$ cat config.mk
export PLATFORM = sky130hd
export DESIGN_NAME = spectral_flux_beat_tracker_core
export DESIGN_NICKNAME = d
export VERILOG_FILES = /design/src/rtl/sfbt_pkg.sv /design/src/rtl/sfbt_div.sv /design/src/rtl/sfbt_bins.sv /design/src/rtl/sfbt_hist.sv /design/src/rtl/spectral_flux_beat_tracker_core.sv
export SDC_FILE = /design/constraint.sdc
export NUM_CORES = 2
export LEC_CHECK = 0
export BUFFER_PORTS_ARGS = -buffer_cell sky130_fd_sc_hd__buf_4
export CORE_ASPECT_RATIO = 0.5
export CORE_MARGIN = 1.5
export CORE_UTILIZATION = 45
export CTS_CLUSTER_SIZE = 40
export DETAILED_ROUTE_END_ITERATION = 6
export GPL_TIMING_DRIVEN = 0
export PLACE_DENSITY = 0.66
export SKIP_CTS_REPAIR_TIMING = 1
export SYNTH_ARGS = -nofsm -noshare
export SYNTH_HDL_FRONTEND = slang
export SYNTH_SLANG_ARGS = --single-unit
$ cat constraint.sdc
create_clock -name clk -period 16.9 [get_ports clk]
set_input_delay 0.845 -clock clk [delete_from_list [all_inputs] [get_ports clk]]
set_output_delay 0.845 -clock clk [all_outputs]
set_load 0.01 [all_outputs]
$ cat src/rtl/sfbt_pkg.sv
package sfbt_pkg;

    // Field widths
    localparam int LANES   = 4;
    localparam int GROUP_W = 2;
    localparam int ROWS    = 1 << GROUP_W;
    localparam int MAG_W   = 16;
    localparam int TIME_W  = 32;
    localparam int FLUX_W  = 20;
    localparam int THR_W   = 24;
    localparam int CONF_W  = 11;
    localparam int BPM_W   = 20;
    localparam int GAP_W   = 16;
    localparam int PHASE_W = 10;
    localparam int GAIN_W  = 12;
    localparam int CFG_W   = 16;
    localparam int CFG_IDX_W = 2;

    // Frame layout: bins per frame, group that ends a frame
    localparam int BIN_COUNT  = 16;
    localparam int LAST_GROUP = BIN_COUNT / LANES - 1;

    // Register indexes
    localparam logic [CFG_IDX_W-1:0] REG_GAIN    = 2'd0;
    localparam logic [CFG_IDX_W-1:0] REG_SENS    = 2'd1;
    localparam logic [CFG_IDX_W-1:0] REG_MIN_GAP = 2'd2;
    localparam logic [CFG_IDX_W-1:0] REG_MAX_GAP = 2'd3;

    // Constants
    localparam logic [FLUX_W-1:0]  FLUX_MAX      = 20'hFFFFF;
    localparam logic [THR_W-1:0]   THR_MAX       = 24'hFFFFFF;
    localparam logic [BPM_W-1:0]   BPM_MAX       = 20'hFFFFF;
    localparam logic [CONF_W-1:0]  CONF_ONE      = 11'd1024;
    localparam logic [PHASE_W-1:0] PHASE_MAX     = 10'd1022;
    localparam logic [BPM_W-1:0]   BPM_NUMERATOR = 20'd960000;
    localparam logic [BPM_W-1:0]   BPM_STEP      = 20'd80;
    localparam logic [GAP_W-1:0]   INTERVAL_INIT = 16'd500;
    localparam logic [BPM_W-1:0]   BPM_INIT      = 20'd1920;
    localparam logic [GAIN_W-1:0]  GAIN_INIT     = 12'd333;
    localparam logic [GAIN_W-1:0]  SENS_INIT     = 12'd256;
    localparam logic [GAP_W-1:0]   MIN_GAP_INIT  = 16'd250;
    localparam logic [GAP_W-1:0]   MAX_GAP_INIT  = 16'd2000;

    // Divide by five as multiply by ceil(2^22/5) and shift by 22, exact below 2^22
    localparam int                 FIFTH_SHIFT   = 22;
    localparam logic [19:0]        FIFTH_RECIP   = 20'd838861;

    typedef logic [LANES-1:0][MAG_W-1:0] bin_row_t;

    typedef struct packed {
        logic [GROUP_W-1:0] bin_group;
        logic [MAG_W-1:0]   bin_a;
        logic [MAG_W-1:0]   bin_b;
        logic [MAG_W-1:0]   bin_c;
        logic [MAG_W-1:0]   bin_d;
        logic [TIME_W-1:0]  time_ms;
    } in_item_t;

    typedef struct packed {
        logic               beat;
        logic [FLUX_W-1:0]  onset_flux;
        logic [THR_W-1:0]   level_threshold;
        logic [CONF_W-1:0]  confidence;
        logic [BPM_W-1:0]   tempo_bpm;
        logic               tempo_changed;
        logic [GAP_W-1:0]   beat_period;
        logic [PHASE_W-1:0] beat_phase;
    } out_item_t;

    // Write request into the bin store
    typedef struct packed {
        logic               en;
        logic [GROUP_W-1:0] addr;
        bin_row_t           data;
    } bin_wr_t;

endpackage

$ cat src/rtl/sfbt_div.sv
module sfbt_div #(
    parameter int NUM_W = 49,
    parameter int DEN_W = 24
) (
    input  logic             clk,
    input  logic             rst_n,
    input  logic             start,
    input  logic [NUM_W-1:0] num,
    input  logic [DEN_W-1:0] den,
    output logic             busy,
    output logic             done,
    output logic [NUM_W-1:0] quo
);
    localparam int CNT_W = $clog2(NUM_W + 1);

    logic [NUM_W-1:0] quo_reg, quo_next;
    logic [DEN_W-1:0] rem_reg, rem_next;
    logic [DEN_W-1:0] den_reg;
    logic [CNT_W-1:0] cnt_reg, cnt_next;
    logic             busy_reg, busy_next;
    logic             done_reg, done_next;
    logic [DEN_W:0]   shifted;
    logic [DEN_W:0]   diff;
    logic             ge;

    // One restoring step per cycle
    always_comb
    begin
        shifted   = {rem_reg, quo_reg[NUM_W-1]};
        diff      = shifted - {1'b0, den_reg};
        ge        = (shifted >= {1'b0, den_reg});
        quo_next  = quo_reg;
        rem_next  = rem_reg;
        cnt_next  = cnt_reg;
        busy_next = busy_reg;
        done_next = 1'b0;
        if (start)
        begin
            quo_next  = num;
            rem_next  = '0;
            cnt_next  = CNT_W'(NUM_W);
            busy_next = 1'b1;
        end
        else if (busy_reg)
        begin
            quo_next = {quo_reg[NUM_W-2:0], ge};
            rem_next = ge ? diff[DEN_W-1:0] : shifted[DEN_W-1:0];
            cnt_next = cnt_reg - 1'b1;
            if (cnt_reg == CNT_W'(1))
            begin
                busy_next = 1'b0;
                done_next = 1'b1;
            end
        end
    end

    always_ff @(posedge clk or negedge rst_n)
    begin
        if (!rst_n)
        begin
            cnt_reg  <= '0;
            busy_reg <= 1'b0;
            done_reg <= 1'b0;
        end
        else
        begin
            cnt_reg  <= cnt_next;
            busy_reg <= busy_next;
            done_reg <= done_next;
        end
    end

    always_ff @(posedge clk)
    begin
        quo_reg <= quo_next;
        rem_reg <= rem_next;
        if (start)
        begin
            den_reg <= den;
        end
    end

    assign busy = busy_reg;
    assign done = done_reg;
    assign quo  = quo_reg;

endmodule

$ cat src/rtl/sfbt_bins.sv
module sfbt_bins (
    input  logic                         clk,
    input  logic                         rst_n,
    input  logic                         rd_en,
    input  logic [sfbt_pkg::GROUP_W-1:0] rd_addr,
    input  sfbt_pkg::bin_wr_t            wr,
    output sfbt_pkg::bin_row_t           rd_data
);
    sfbt_pkg::bin_row_t mem [sfbt_pkg::ROWS];
    sfbt_pkg::bin_row_t rd_reg;
    logic [sfbt_pkg::ROWS-1:0] row_valid_reg;
    logic                      rd_valid_reg;

    // Row store, registered read
    always_ff @(posedge clk)
    begin
        if (wr.en)
        begin
            mem[wr.addr] <= wr.data;
        end
        if (rd_en)
        begin
            rd_reg <= mem[rd_addr];
        end
    end

    // Per-row valid bits: unwritten rows read as zero
    always_ff @(posedge clk or negedge rst_n)
    begin
        if (!rst_n)
        begin
            row_valid_reg <= '0;
            rd_valid_reg  <= 1'b0;
        end
        else
        begin
            if (wr.en)
            begin
                row_valid_reg[wr.addr] <= 1'b1;
            end
            if (rd_en)
            begin
                rd_valid_reg <= row_valid_reg[rd_addr];
            end
        end
    end

    assign rd_data = rd_valid_reg ? rd_reg : '0;

endmodule

$ cat src/rtl/sfbt_hist.sv
module sfbt_hist #(
    parameter int DEPTH   = 32,
    parameter int TOTAL_W = 25,
    parameter int FILL_W  = 6
) (
    input  logic                        clk,
    input  logic                        rst_n,
    input  logic                        push,
    input  logic [sfbt_pkg::FLUX_W-1:0] flux,
    output logic [TOTAL_W-1:0]          total,
    output logic [FILL_W-1:0]           fill
);
    localparam int SLOT_W = (DEPTH > 1) ? $clog2(DEPTH) : 1;

    logic [sfbt_pkg::FLUX_W-1:0] mem [DEPTH];
    logic [sfbt_pkg::FLUX_W-1:0] old_reg;
    logic [sfbt_pkg::FLUX_W-1:0] flux_reg;
    logic                        upd_reg;
    logic [TOTAL_W-1:0]          total_reg;
    logic [FILL_W-1:0]           fill_reg;
    logic [SLOT_W-1:0]           slot_reg;
    logic                        full;

    assign full = (fill_reg == FILL_W'(DEPTH));

    // Read the outgoing entry on push, write the new one in the next cycle
    always_ff @(posedge clk)
    begin
        if (push)
        begin
            old_reg  <= mem[slot_reg];
            flux_reg <= flux;
        end
        if (upd_reg)
        begin
            mem[slot_reg] <= flux_reg;
        end
    end

    // Running total, fill count and write slot
    always_ff @(posedge clk or negedge rst_n)
    begin
        if (!rst_n)
        begin
            upd_reg   <= 1'b0;
            total_reg <= '0;
            fill_reg  <= '0;
            slot_reg  <= '0;
        end
        else
        begin
            upd_reg <= push;
            if (upd_reg)
            begin
                total_reg <= total_reg - (full ? TOTAL_W'(old_reg) : '0)
                             + TOTAL_W'(flux_reg);
                if (!full)
                begin
                    fill_reg <= fill_reg + 1'b1;
                end
                slot_reg <= (slot_reg == SLOT_W'(DEPTH - 1)) ? '0 : slot_reg + 1'b1;
            end
        end
    end

    assign total = total_reg;
    assign fill  = fill_reg;

    // Fill never passes the depth
    a_fill_bound: assert property (@(posedge clk) disable iff (!rst_n)
        fill_reg <= FILL_W'(DEPTH))
        else $error("history fill beyond depth");

    // Update follows each push in the next cycle
    a_push_upd: assert property (@(posedge clk) disable iff (!rst_n)
        push |=> upd_reg)
        else $error("history update missing");

    // No push while an update is pending
    a_push_spacing: assert property (@(posedge clk) disable iff (!rst_n)
        upd_reg |-> !push)
        else $error("history push overlaps update");

endmodule

$ cat src/rtl/spectral_flux_beat_tracker_core.sv
// Channel | Direction | Handshake                    | Payload
// in      | input     | in_valid / in_ready          | in_item (sfbt_pkg::in_item_t)
// out     | output    | out_valid / out_ready        | out_item (sfbt_pkg::out_item_t)
// cfg     | input     | cfg_write (no wait)          | cfg_index, cfg_data
//
// A non-final group does a bin row read, then the rise sum and write back.
// A frame-ending group adds the history update, the threshold product and up to four
// divisions on one shared bit-serial divider.
// Reset clears bin rows through per-row valid bits; no clearing pass is run.
// A finished result waits in the output register while the next item is taken;
// the block stalls only when a new result is ready and that register is full.
module spectral_flux_beat_tracker_core #(
    parameter int HISTORY_DEPTH = 32
) (
    input  logic                          clk,
    input  logic                          rst_n,
    input  logic                          in_valid,
    output logic                          in_ready,
    input  sfbt_pkg::in_item_t            in_item,
    output logic                          out_valid,
    input  logic                          out_ready,
    output sfbt_pkg::out_item_t           out_item,
    input  logic                          cfg_write,
    input  logic [sfbt_pkg::CFG_IDX_W-1:0] cfg_index,
    input  logic [sfbt_pkg::CFG_W-1:0]    cfg_data
);
    localparam int TOTAL_W    = sfbt_pkg::FLUX_W + $clog2(HISTORY_DEPTH);
    localparam int FILL_W     = $clog2(HISTORY_DEPTH + 1);
    localparam int PROD_W     = TOTAL_W + sfbt_pkg::GAIN_W;
    localparam int NUM_W      = PROD_W + sfbt_pkg::GAIN_W;
    localparam int DEN_W      = sfbt_pkg::THR_W;
    localparam int ACC_W      = sfbt_pkg::FLUX_W;
    localparam int ISUM_W     = sfbt_pkg::GAP_W + 3;
    localparam int IPROD_W    = ISUM_W + 20;

    localparam logic [3:0] S_IDLE   = 4'd0;
    localparam logic [3:0] S_BIN    = 4'd1;
    localparam logic [3:0] S_WAIT   = 4'd2;
    localparam logic [3:0] S_HIST1  = 4'd3;
    localparam logic [3:0] S_HIST2  = 4'd4;
    localparam logic [3:0] S_MUL    = 4'd5;
    localparam logic [3:0] S_DECIDE = 4'd6;
    localparam logic [3:0] S_TEMPO  = 4'd7;
    localparam logic [3:0] S_BPM    = 4'd8;
    localparam logic [3:0] S_PHASE  = 4'd9;
    localparam logic [3:0] S_DONE   = 4'd10;

    localparam logic [2:0] OP_THR   = 3'd1;
    localparam logic [2:0] OP_CONF  = 3'd2;
    localparam logic [2:0] OP_BPM   = 3'd4;
    localparam logic [2:0] OP_PHASE = 3'd5;

    logic [3:0] state_reg, state_next;
    logic [2:0] op_reg, op_next;

    sfbt_pkg::in_item_t  item_reg, item_next;
    sfbt_pkg::out_item_t out_reg, out_next;
    logic                out_valid_reg, out_valid_next;

    logic [sfbt_pkg::GAIN_W-1:0] gain_reg, sens_reg;
    logic [sfbt_pkg::GAP_W-1:0]  min_gap_reg, max_gap_reg;

    logic [ACC_W-1:0]             acc_reg, acc_next;
    logic [sfbt_pkg::FLUX_W-1:0]  flux_reg, flux_next;
    logic [sfbt_pkg::THR_W-1:0]   thr_reg, thr_next;
    logic [sfbt_pkg::TIME_W-1:0]  gap_reg, gap_next;
    logic                         beat_reg, beat_next;
    logic                         changed_reg, changed_next;
    logic [sfbt_pkg::CONF_W-1:0]  conf_reg, conf_next;
    logic [sfbt_pkg::TIME_W-1:0]  last_reg, last_next;
    logic [sfbt_pkg::GAP_W-1:0]   int_reg, int_next;
    logic [sfbt_pkg::BPM_W-1:0]   bpm_reg, bpm_next;
    logic [sfbt_pkg::PHASE_W-1:0] phase_reg, phase_next;
    logic [PROD_W-1:0]            prod_reg, prod_next;

    // Divider and stores
    logic             div_start, div_busy, div_done;
    logic [NUM_W-1:0] div_num, div_quo;
    logic [DEN_W-1:0] div_den;
    logic             bins_rd;
    sfbt_pkg::bin_wr_t  bins_wr;
    sfbt_pkg::bin_row_t bins_prev;
    logic               hist_push;
    logic [TOTAL_W-1:0] hist_total;
    logic [FILL_W-1:0]  hist_fill;

    // Scratch
    logic [sfbt_pkg::MAG_W-1:0]  mag [sfbt_pkg::LANES];
    logic [sfbt_pkg::MAG_W+1:0]  rise_sum;
    logic [ACC_W:0]              acc_sum;
    logic [ACC_W-1:0]            acc_sat;
    logic                        is_last;
    logic [sfbt_pkg::TIME_W-1:0] gap_now, elapsed;
    logic                        beat_now;
    logic [sfbt_pkg::BPM_W-1:0]  bpm_new;
    logic [ISUM_W-1:0]           intv_sum;
    logic [IPROD_W-1:0]          intv_prod;

    function automatic logic tempo_moved(input logic [sfbt_pkg::BPM_W-1:0] a,
                                         input logic [sfbt_pkg::BPM_W-1:0] b);
        logic [sfbt_pkg::BPM_W-1:0] d;
        d = (a > b) ? a - b : b - a;
        return d > sfbt_pkg::BPM_STEP;
    endfunction

    sfbt_div #(.NUM_W(NUM_W), .DEN_W(DEN_W)) u_div (
        .clk   (clk),
        .rst_n (rst_n),
        .start (div_start),
        .num   (div_num),
        .den   (div_den),
        .busy  (div_busy),
        .done  (div_done),
        .quo   (div_quo)
    );

    sfbt_bins u_bins (
        .clk     (clk),
        .rst_n   (rst_n),
        .rd_en   (bins_rd),
        .rd_addr (in_item.bin_group),
        .wr      (bins_wr),
        .rd_data (bins_prev)
    );

    sfbt_hist #(.DEPTH(HISTORY_DEPTH), .TOTAL_W(TOTAL_W), .FILL_W(FILL_W)) u_hist (
        .clk   (clk),
        .rst_n (rst_n),
        .push  (hist_push),
        .flux  (flux_next),
        .total (hist_total),
        .fill  (hist_fill)
    );

    // Rise sum over the four lanes of the held item
    always_comb
    begin
        mag[0] = item_reg.bin_a;
        mag[1] = item_reg.bin_b;
        mag[2] = item_reg.bin_c;
        mag[3] = item_reg.bin_d;
        rise_sum = '0;
        bins_wr.en   = 1'b0;
        bins_wr.addr = item_reg.bin_group;
        for (int l = 0; l < sfbt_pkg::LANES; l++)
        begin
            bins_wr.data[l] = bins_prev[l];
            if (int'(item_reg.bin_group) * sfbt_pkg::LANES + l < sfbt_pkg::BIN_COUNT)
            begin
                bins_wr.data[l] = mag[l];
                if (mag[l] > bins_prev[l])
                begin
                    rise_sum = rise_sum + (sfbt_pkg::MAG_W + 2)'(mag[l] - bins_prev[l]);
                end
            end
        end
        acc_sum = {1'b0, acc_reg} + (ACC_W + 1)'(rise_sum);
        acc_sat = acc_sum[ACC_W] ? {ACC_W{1'b1}} : acc_sum[ACC_W-1:0];
        is_last = (int'(item_reg.bin_group) == sfbt_pkg::LAST_GROUP);
        if (state_reg == S_BIN)
        begin
            bins_wr.en = 1'b1;
        end
    end

    // Frame sequencer
    always_comb
    begin
        state_next   = state_reg;
        op_next      = op_reg;
        item_next    = item_reg;
        acc_next     = acc_reg;
        flux_next    = flux_reg;
        thr_next     = thr_reg;
        gap_next     = gap_reg;
        beat_next    = beat_reg;
        changed_next = changed_reg;
        conf_next    = conf_reg;
        last_next    = last_reg;
        int_next     = int_reg;
        bpm_next     = bpm_reg;
        phase_next   = phase_reg;
        prod_next    = prod_reg;
        out_next     = out_reg;
        out_valid_next = out_valid_reg && !out_ready;
        div_start    = 1'b0;
        div_num      = '0;
        div_den      = '0;
        bins_rd      = 1'b0;
        hist_push    = 1'b0;
        gap_now      = item_reg.time_ms - last_reg;
        elapsed      = item_reg.time_ms - last_reg;
        beat_now     = ({4'b0, flux_reg} > thr_reg) &&
                       (gap_now >= sfbt_pkg::TIME_W'(min_gap_reg));
        bpm_new      = sfbt_pkg::BPM_MAX;
        // interval = (gap + 4*interval) / 5 by reciprocal multiply
        intv_sum     = ISUM_W'(gap_reg[sfbt_pkg::GAP_W-1:0]) + ISUM_W'({int_reg, 2'b0});
        intv_prod    = IPROD_W'(intv_sum) * IPROD_W'(sfbt_pkg::FIFTH_RECIP);

        unique case (state_reg)
            S_IDLE:
            begin
                if (in_valid)
                begin
                    item_next  = in_item;
                    bins_rd    = 1'b1;
                    state_next = S_BIN;
                end
            end
            S_BIN:
            begin
                if (is_last)
                begin
                    // flux = acc * 16 / BIN_COUNT, which is the accumulator itself
                    acc_next     = '0;
                    changed_next = 1'b0;
                    beat_next    = 1'b0;
                    flux_next    = acc_sat;
                    hist_push    = 1'b1;
                    state_next   = S_HIST1;
                end
                else
                begin
                    acc_next   = acc_sat;
                    state_next = S_IDLE;
                end
            end
            S_WAIT:
            begin
                if (div_done)
                begin
                    unique case (op_reg)
                        OP_THR:
                        begin
                            thr_next = (div_quo[NUM_W-1:16] > (NUM_W - 16)'(sfbt_pkg::THR_MAX)) ?
                                       sfbt_pkg::THR_MAX : div_quo[sfbt_pkg::THR_W+15:16];
                            state_next = S_DECIDE;
                        end
                        OP_CONF:
                        begin
                            conf_next = (div_quo > NUM_W'(sfbt_pkg::CONF_ONE)) ?
                                        sfbt_pkg::CONF_ONE : div_quo[sfbt_pkg::CONF_W-1:0];
                            state_next = S_TEMPO;
                        end
                        OP_BPM:
                        begin
                            bpm_new      = div_quo[sfbt_pkg::BPM_W-1:0];
                            changed_next = tempo_moved(bpm_new, bpm_reg);
                            bpm_next     = bpm_new;
                            state_next   = S_PHASE;
                        end
                        OP_PHASE:
                        begin
                            phase_next = (div_quo > NUM_W'(sfbt_pkg::PHASE_MAX)) ?
                                         sfbt_pkg::PHASE_MAX :
                                         div_quo[sfbt_pkg::PHASE_W-1:0];
                            state_next = S_DONE;
                        end
                        default:
                        begin
                            state_next = S_IDLE;
                        end
                    endcase
                end
            end
            S_HIST1:
            begin
                state_next = S_HIST2;
            end
            S_HIST2:
            begin
                // total * gain, registered before the second product
                prod_next  = PROD_W'(hist_total) * PROD_W'(gain_reg);
                state_next = S_MUL;
            end
            S_MUL:
            begin
                div_start  = 1'b1;
                div_num    = NUM_W'(prod_reg) * NUM_W'(sens_reg);
                div_den    = DEN_W'(hist_fill);
                op_next    = OP_THR;
                state_next = S_WAIT;
            end
            S_DECIDE:
            begin
                gap_next  = gap_now;
                beat_next = beat_now;
                if (!beat_now)
                begin
                    state_next = S_PHASE;
                end
                else if (thr_reg == '0)
                begin
                    conf_next  = sfbt_pkg::CONF_ONE;
                    state_next = S_TEMPO;
                end
                else
                begin
                    div_start  = 1'b1;
                    div_num    = NUM_W'({flux_reg - thr_reg[sfbt_pkg::FLUX_W-1:0], 10'b0});
                    div_den    = thr_reg;
                    op_next    = OP_CONF;
                    state_next = S_WAIT;
                end
            end
            S_TEMPO:
            begin
                last_next = item_reg.time_ms;
                if (gap_reg <= sfbt_pkg::TIME_W'(max_gap_reg))
                begin
                    int_next   = intv_prod[sfbt_pkg::FIFTH_SHIFT +: sfbt_pkg::GAP_W];
                    state_next = S_BPM;
                end
                else
                begin
                    state_next = S_PHASE;
                end
            end
            S_BPM:
            begin
                if (int_reg == '0)
                begin
                    changed_next = tempo_moved(bpm_new, bpm_reg);
                    bpm_next     = bpm_new;
                    state_next   = S_PHASE;
                end
                else
                begin
                    div_start  = 1'b1;
                    div_num    = NUM_W'(sfbt_pkg::BPM_NUMERATOR);
                    div_den    = DEN_W'(int_reg);
                    op_next    = OP_BPM;
                    state_next = S_WAIT;
                end
            end
            S_PHASE:
            begin
                if (int_reg == '0)
                begin
                    phase_next = '0;
                    state_next = S_DONE;
                end
                else if (elapsed >= sfbt_pkg::TIME_W'(int_reg))
                begin
                    phase_next = sfbt_pkg::PHASE_MAX;
                    state_next = S_DONE;
                end
                else
                begin
                    div_start  = 1'b1;
                    div_num    = NUM_W'({elapsed[sfbt_pkg::GAP_W-1:0], 10'b0});
                    div_den    = DEN_W'(int_reg);
                    op_next    = OP_PHASE;
                    state_next = S_WAIT;
                end
            end
            S_DONE:
            begin
                if (!out_valid_reg || out_ready)
                begin
                    out_next.beat            = beat_reg;
                    out_next.onset_flux      = flux_reg;
                    out_next.level_threshold = thr_reg;
                    out_next.confidence      = conf_reg;
                    out_next.tempo_bpm       = bpm_reg;
                    out_next.tempo_changed   = changed_reg;
                    out_next.beat_period     = int_reg;
                    out_next.beat_phase      = phase_reg;
                    out_valid_next           = 1'b1;
                    state_next               = S_IDLE;
                end
            end
            default:
            begin
                state_next = S_IDLE;
            end
        endcase
    end

    // Control and tracker state
    always_ff @(posedge clk or negedge rst_n)
    begin
        if (!rst_n)
        begin
            state_reg     <= S_IDLE;
            op_reg        <= OP_THR;
            out_valid_reg <= 1'b0;
            gain_reg      <= sfbt_pkg::GAIN_INIT;
            sens_reg      <= sfbt_pkg::SENS_INIT;
            min_gap_reg   <= sfbt_pkg::MIN_GAP_INIT;
            max_gap_reg   <= sfbt_pkg::MAX_GAP_INIT;
            acc_reg       <= '0;
            conf_reg      <= '0;
            last_reg      <= '0;
            int_reg       <= sfbt_pkg::INTERVAL_INIT;
            bpm_reg       <= sfbt_pkg::BPM_INIT;
        end
        else
        begin
            state_reg     <= state_next;
            op_reg        <= op_next;
            out_valid_reg <= out_valid_next;
            acc_reg       <= acc_next;
            conf_reg      <= conf_next;
            last_reg      <= last_next;
            int_reg       <= int_next;
            bpm_reg       <= bpm_next;
            if (cfg_write)
            begin
                unique case (cfg_index)
                    sfbt_pkg::REG_GAIN:    gain_reg    <= cfg_data[sfbt_pkg::GAIN_W-1:0];
                    sfbt_pkg::REG_SENS:    sens_reg    <= cfg_data[sfbt_pkg::GAIN_W-1:0];
                    sfbt_pkg::REG_MIN_GAP: min_gap_reg <= cfg_data;
                    sfbt_pkg::REG_MAX_GAP: max_gap_reg <= cfg_data;
                endcase
            end
        end
    end

    // Per-frame payload
    always_ff @(posedge clk)
    begin
        item_reg    <= item_next;
        out_reg     <= out_next;
        flux_reg    <= flux_next;
        thr_reg     <= thr_next;
        gap_reg     <= gap_next;
        beat_reg    <= beat_next;
        changed_reg <= changed_next;
        phase_reg   <= phase_next;
        prod_reg    <= prod_next;
    end

    assign in_ready  = (state_reg == S_IDLE);
    assign out_valid = out_valid_reg;
    assign out_item  = out_reg;

    // Divider is only launched when idle
    a_div_idle: assert property (@(posedge clk) disable iff (!rst_n)
        div_start |-> !div_busy)
        else $error("divider started while busy");

    // Waiting implies a division in flight or just finished
    a_wait_div: assert property (@(posedge clk) disable iff (!rst_n)
        (state_reg == S_WAIT) |-> (div_busy || div_done))
        else $error("waiting with no division running");

    // An accepted item goes straight to the bin update
    a_accept_bin: assert property (@(posedge clk) disable iff (!rst_n)
        (in_valid && in_ready) |=> (state_reg == S_BIN))
        else $error("accepted item not processed");

    // A result is only loaded when the output slot is free
    a_no_overwrite: assert property (@(posedge clk) disable iff (!rst_n)
        (state_reg == S_DONE && out_valid_reg && !out_ready) |=> (state_reg == S_DONE))
        else $error("pending result overwritten");

endmodule
==> impl_metrics.json <==
{
  "async_reset_ff_share_pct": 13.02,
  "nets": 10440,
  "reg2reg_slack_ns": 4.73,
  "r2r_cells": 44,
  "top_usage_layer": "met2",
  "tns_ns": 0,
  "vias": 68150,
  "post-route-period-util_pct": 72.00,
  "drc": 0,
  "drt_iter0_markers": 6245,
  "critical_path.max_stage_delay_ns": 0.85,
  "use_met3_pct": 4.414,
  "hold_path.class": "in -> reg",
  "clock_sinks": 1636,
  "hold_viol": 0,
  "grt_max_degree": 90,
  "place_congestion": 0.9355,
  "dpl.hpwl_um": 212800,
  "yosysUniqueCellTypes": 93,
  "first_pass_iters": 6,
  "reg2reg_from": "u_bins.rd_valid_reg$_DFFE_PN0P_",
  "overflow": 0,
  "period_needed_ns": 12.17,
  "grt_pass1_wl_um": 419400,
  "max_clock_freq_mhz": 82.19,
  "grt_use_met2_pct": 38.37,
  "slew_headroom_pct": 3.663,
  "cp_data_required_time_ns": 17.51,
  "ys_ff_latch": 1636,
  "final_common_cell": "edfxtp_1",
  "critPathArrivalTime_ns": 12.78,
  "numCtsBuffers": 161,
  "synth_edf_count": 1379,
  "worst_pin_slew_ns": 1.445,
  "ioPinCount": 226,
  "synth_seq_area_share_pct": 46.09,
  "synthFlopType": "edfxtp_1",
  "placementRows": 124,
  "reg2reg_to": "u_hist.flux_reg[12]$_DFFE_PP_",
  "postSynthAreaPerCell_um2": 12.14,
  "antenna_found_initial": 17,
  "netlist_instances": 8515,
  "wl_um": 279400,
  "cts-root-buf": "clkbuf_16",
  "slowest_stage": "a41oi_1",
  "grt_pass1_vias": 67980,
  "use_met1_pct": 32.84,
  "report.final.slew_viol_count": 0,
  "utilization_pct": 50.48,
  "fp.coreArea_um2": 228500,
  "clkTransAtPathRegs_ns": 0.06,
  "top_register": "u_hist.mem",
  "syn_to_final_growth_pct": 11.56,
  "fin_skew_ns": 0.1045,
  "rsz0062_at_grt": "false",
  "die_area_um2": 232900,
  "start_util_pct": 45.25,
  "cts_tree": "built",
  "clockBufferDepth": 4,
  "largest_register_ffs": 640,
  "hold-path-endpoint": "item_reg[45]$_DFFE_PP_",
  "die_h_um": 342.0,
  "hp-start": "in_item[45]",
  "htree_levels": 4,
  "drive_above_1_share_pct": 10.96,
  "final_cell_mix": "1379 x edfxtp_1, 1027 x inv_1, 901 x nand2_1",
  "holdPathStages": 1,
  "io_buffers": 225,
  "syn_area_um2": 103400,
  "status": "completed",
  "endpoint_kind": "register",
  "die_w_um": 680.9,
  "worstSkewPairLatency_ns": 0.87,
  "grtUsageTotal_pct": 23.78,
  "max_cap_violations": 0,
  "path_class": "reg -> reg",
  "viasPerCell": 5.595,
  "detail-route-antenna-nets": 0,
  "crit_fanout": 10,
  "ys_warn_count": 0,
  "cp-start-kind": "register",
  "wire_per_inst_um": 22.94,
  "finalSetupViolations": 0
}
synth_stat cells (all sizes together), types with 19 or more instances:
library cell / number / area [µm²]
a31oi: 34 / 212.7
xnor2: 201 / 1760
mux2: 104 / 1171
nand4: 81 / 506.7
nand2: 902 / 3386
nand3: 84 / 420.4
o21bai: 48 / 360.4
a22o: 37 / 324.1
and3: 43 / 269.0
nor2b: 41 / 256.5
ha: 640 / 8008
or3: 31 / 193.9
nand2b: 55 / 344.1
o211ai: 22 / 165.2
mux4: 225 / 5067
a211oi: 67 / 513.0
a21oi: 323 / 1635
nor3: 115 / 575.6
a22oi: 78 / 590.6
or2: 44 / 275.3
fa: 713 / 14270
edfxtp: 1379 / 41410
dfstp: 29 / 762.0
dfxtp: 44 / 880.8
dfrtp: 184 / 4604
o21a: 63 / 473.0
and2: 262 / 1639
a21o: 190 / 1426
a211o: 19 / 166.4
inv: 1029 / 3862
clkbuf: 297 / 1115
buf: 50 / 224.0
nor4: 51 / 325.3
o22ai: 20 / 125.1
mux2i: 54 / 540.5
xor2: 98 / 858.3
o21ai: 291 / 1460
nor2: 346 / 1299
critical path: cells and delay by family (launching register included):
kind,cells,cell delay [ns]
flops,1,0.35
xor+xnor,3,0.27
mux,3,0.91
simple gates,12,2.21
buf+inv,4,2.11
compound gates,17,4.32
fa+ha+maj,5,1.82
worst max-delay path by stage:
stage / start / endpoint
floorplan: u_bins.rd_valid_reg$_DFFE_PN0P_ / u_hist.flux_reg[10]$_DFFE_PP_
global placement: u_bins.rd_valid_reg$_DFFE_PN0P_ / u_hist.flux_reg[16]$_DFFE_PP_
detailed placement: u_bins.rd_valid_reg$_DFFE_PN0P_ / u_hist.flux_reg[10]$_DFFE_PP_
CTS: u_bins.rd_valid_reg$_DFFE_PN0P_ / u_hist.flux_reg[10]$_DFFE_PP_
global route: u_bins.rd_valid_reg$_DFFE_PN0P_ / u_hist.flux_reg[16]$_DFFE_PP_
finish: u_bins.rd_valid_reg$_DFFE_PN0P_ / u_hist.flux_reg[12]$_DFFE_PP_
routing by layer:
| metal | vias up | routed length [µm] |
|---|---|---|
| met5 | - | 49 |
| met4 | 8 | 9287 |
| met3 | 464 | 22090 |
| met2 | 2541 | 129500 |
| met1 | 34310 | 118500 |
| li1 | 30830 | - |
layout make-up:
class	count	area [µm²]
inverters	1031	3876
well taps	3087	3862
flip-flops and latches	1636	47660
clock inverters	70	838.3
clock buffers	212	4303
plain buffers	347	1339
repair buffers	288	2715
multi-input cells	5504	50760
diodes	6	15.01
fillers	19800	113200
logic make-up after synthesis:
family	Yosys count	share of synthesized area (%)
fa+ha+maj	1353	21.55
flops	1636	46.09
mux	383	6.556
compound gates	1355	8.620
simple gates	2110	9.618
other cells	1	0.003626
xor+xnor	299	2.532
buf+inv	1378	5.038
stage by stage:
stage | hold slack (ns) | std cells | instance area [µm²] | worst slack (ns)
CTS | -0.04502 | 12170 | 115300 | 4.888
global placement | 0.4047 | 11830 | 109000 | 5.078
detailed placement | 0.4052 | 11890 | 110100 | 4.957
finish | 0.1980 | 12180 | 115400 | 4.733
floorplan | 0.4003 | 8518 | 103400 | 7.812
global route | 0.1481 | 12180 | 115300 | 3.760
Power is not shown: default switching activity piles up to over one toggle a cycle in this logic, so the estimate is an artifact.
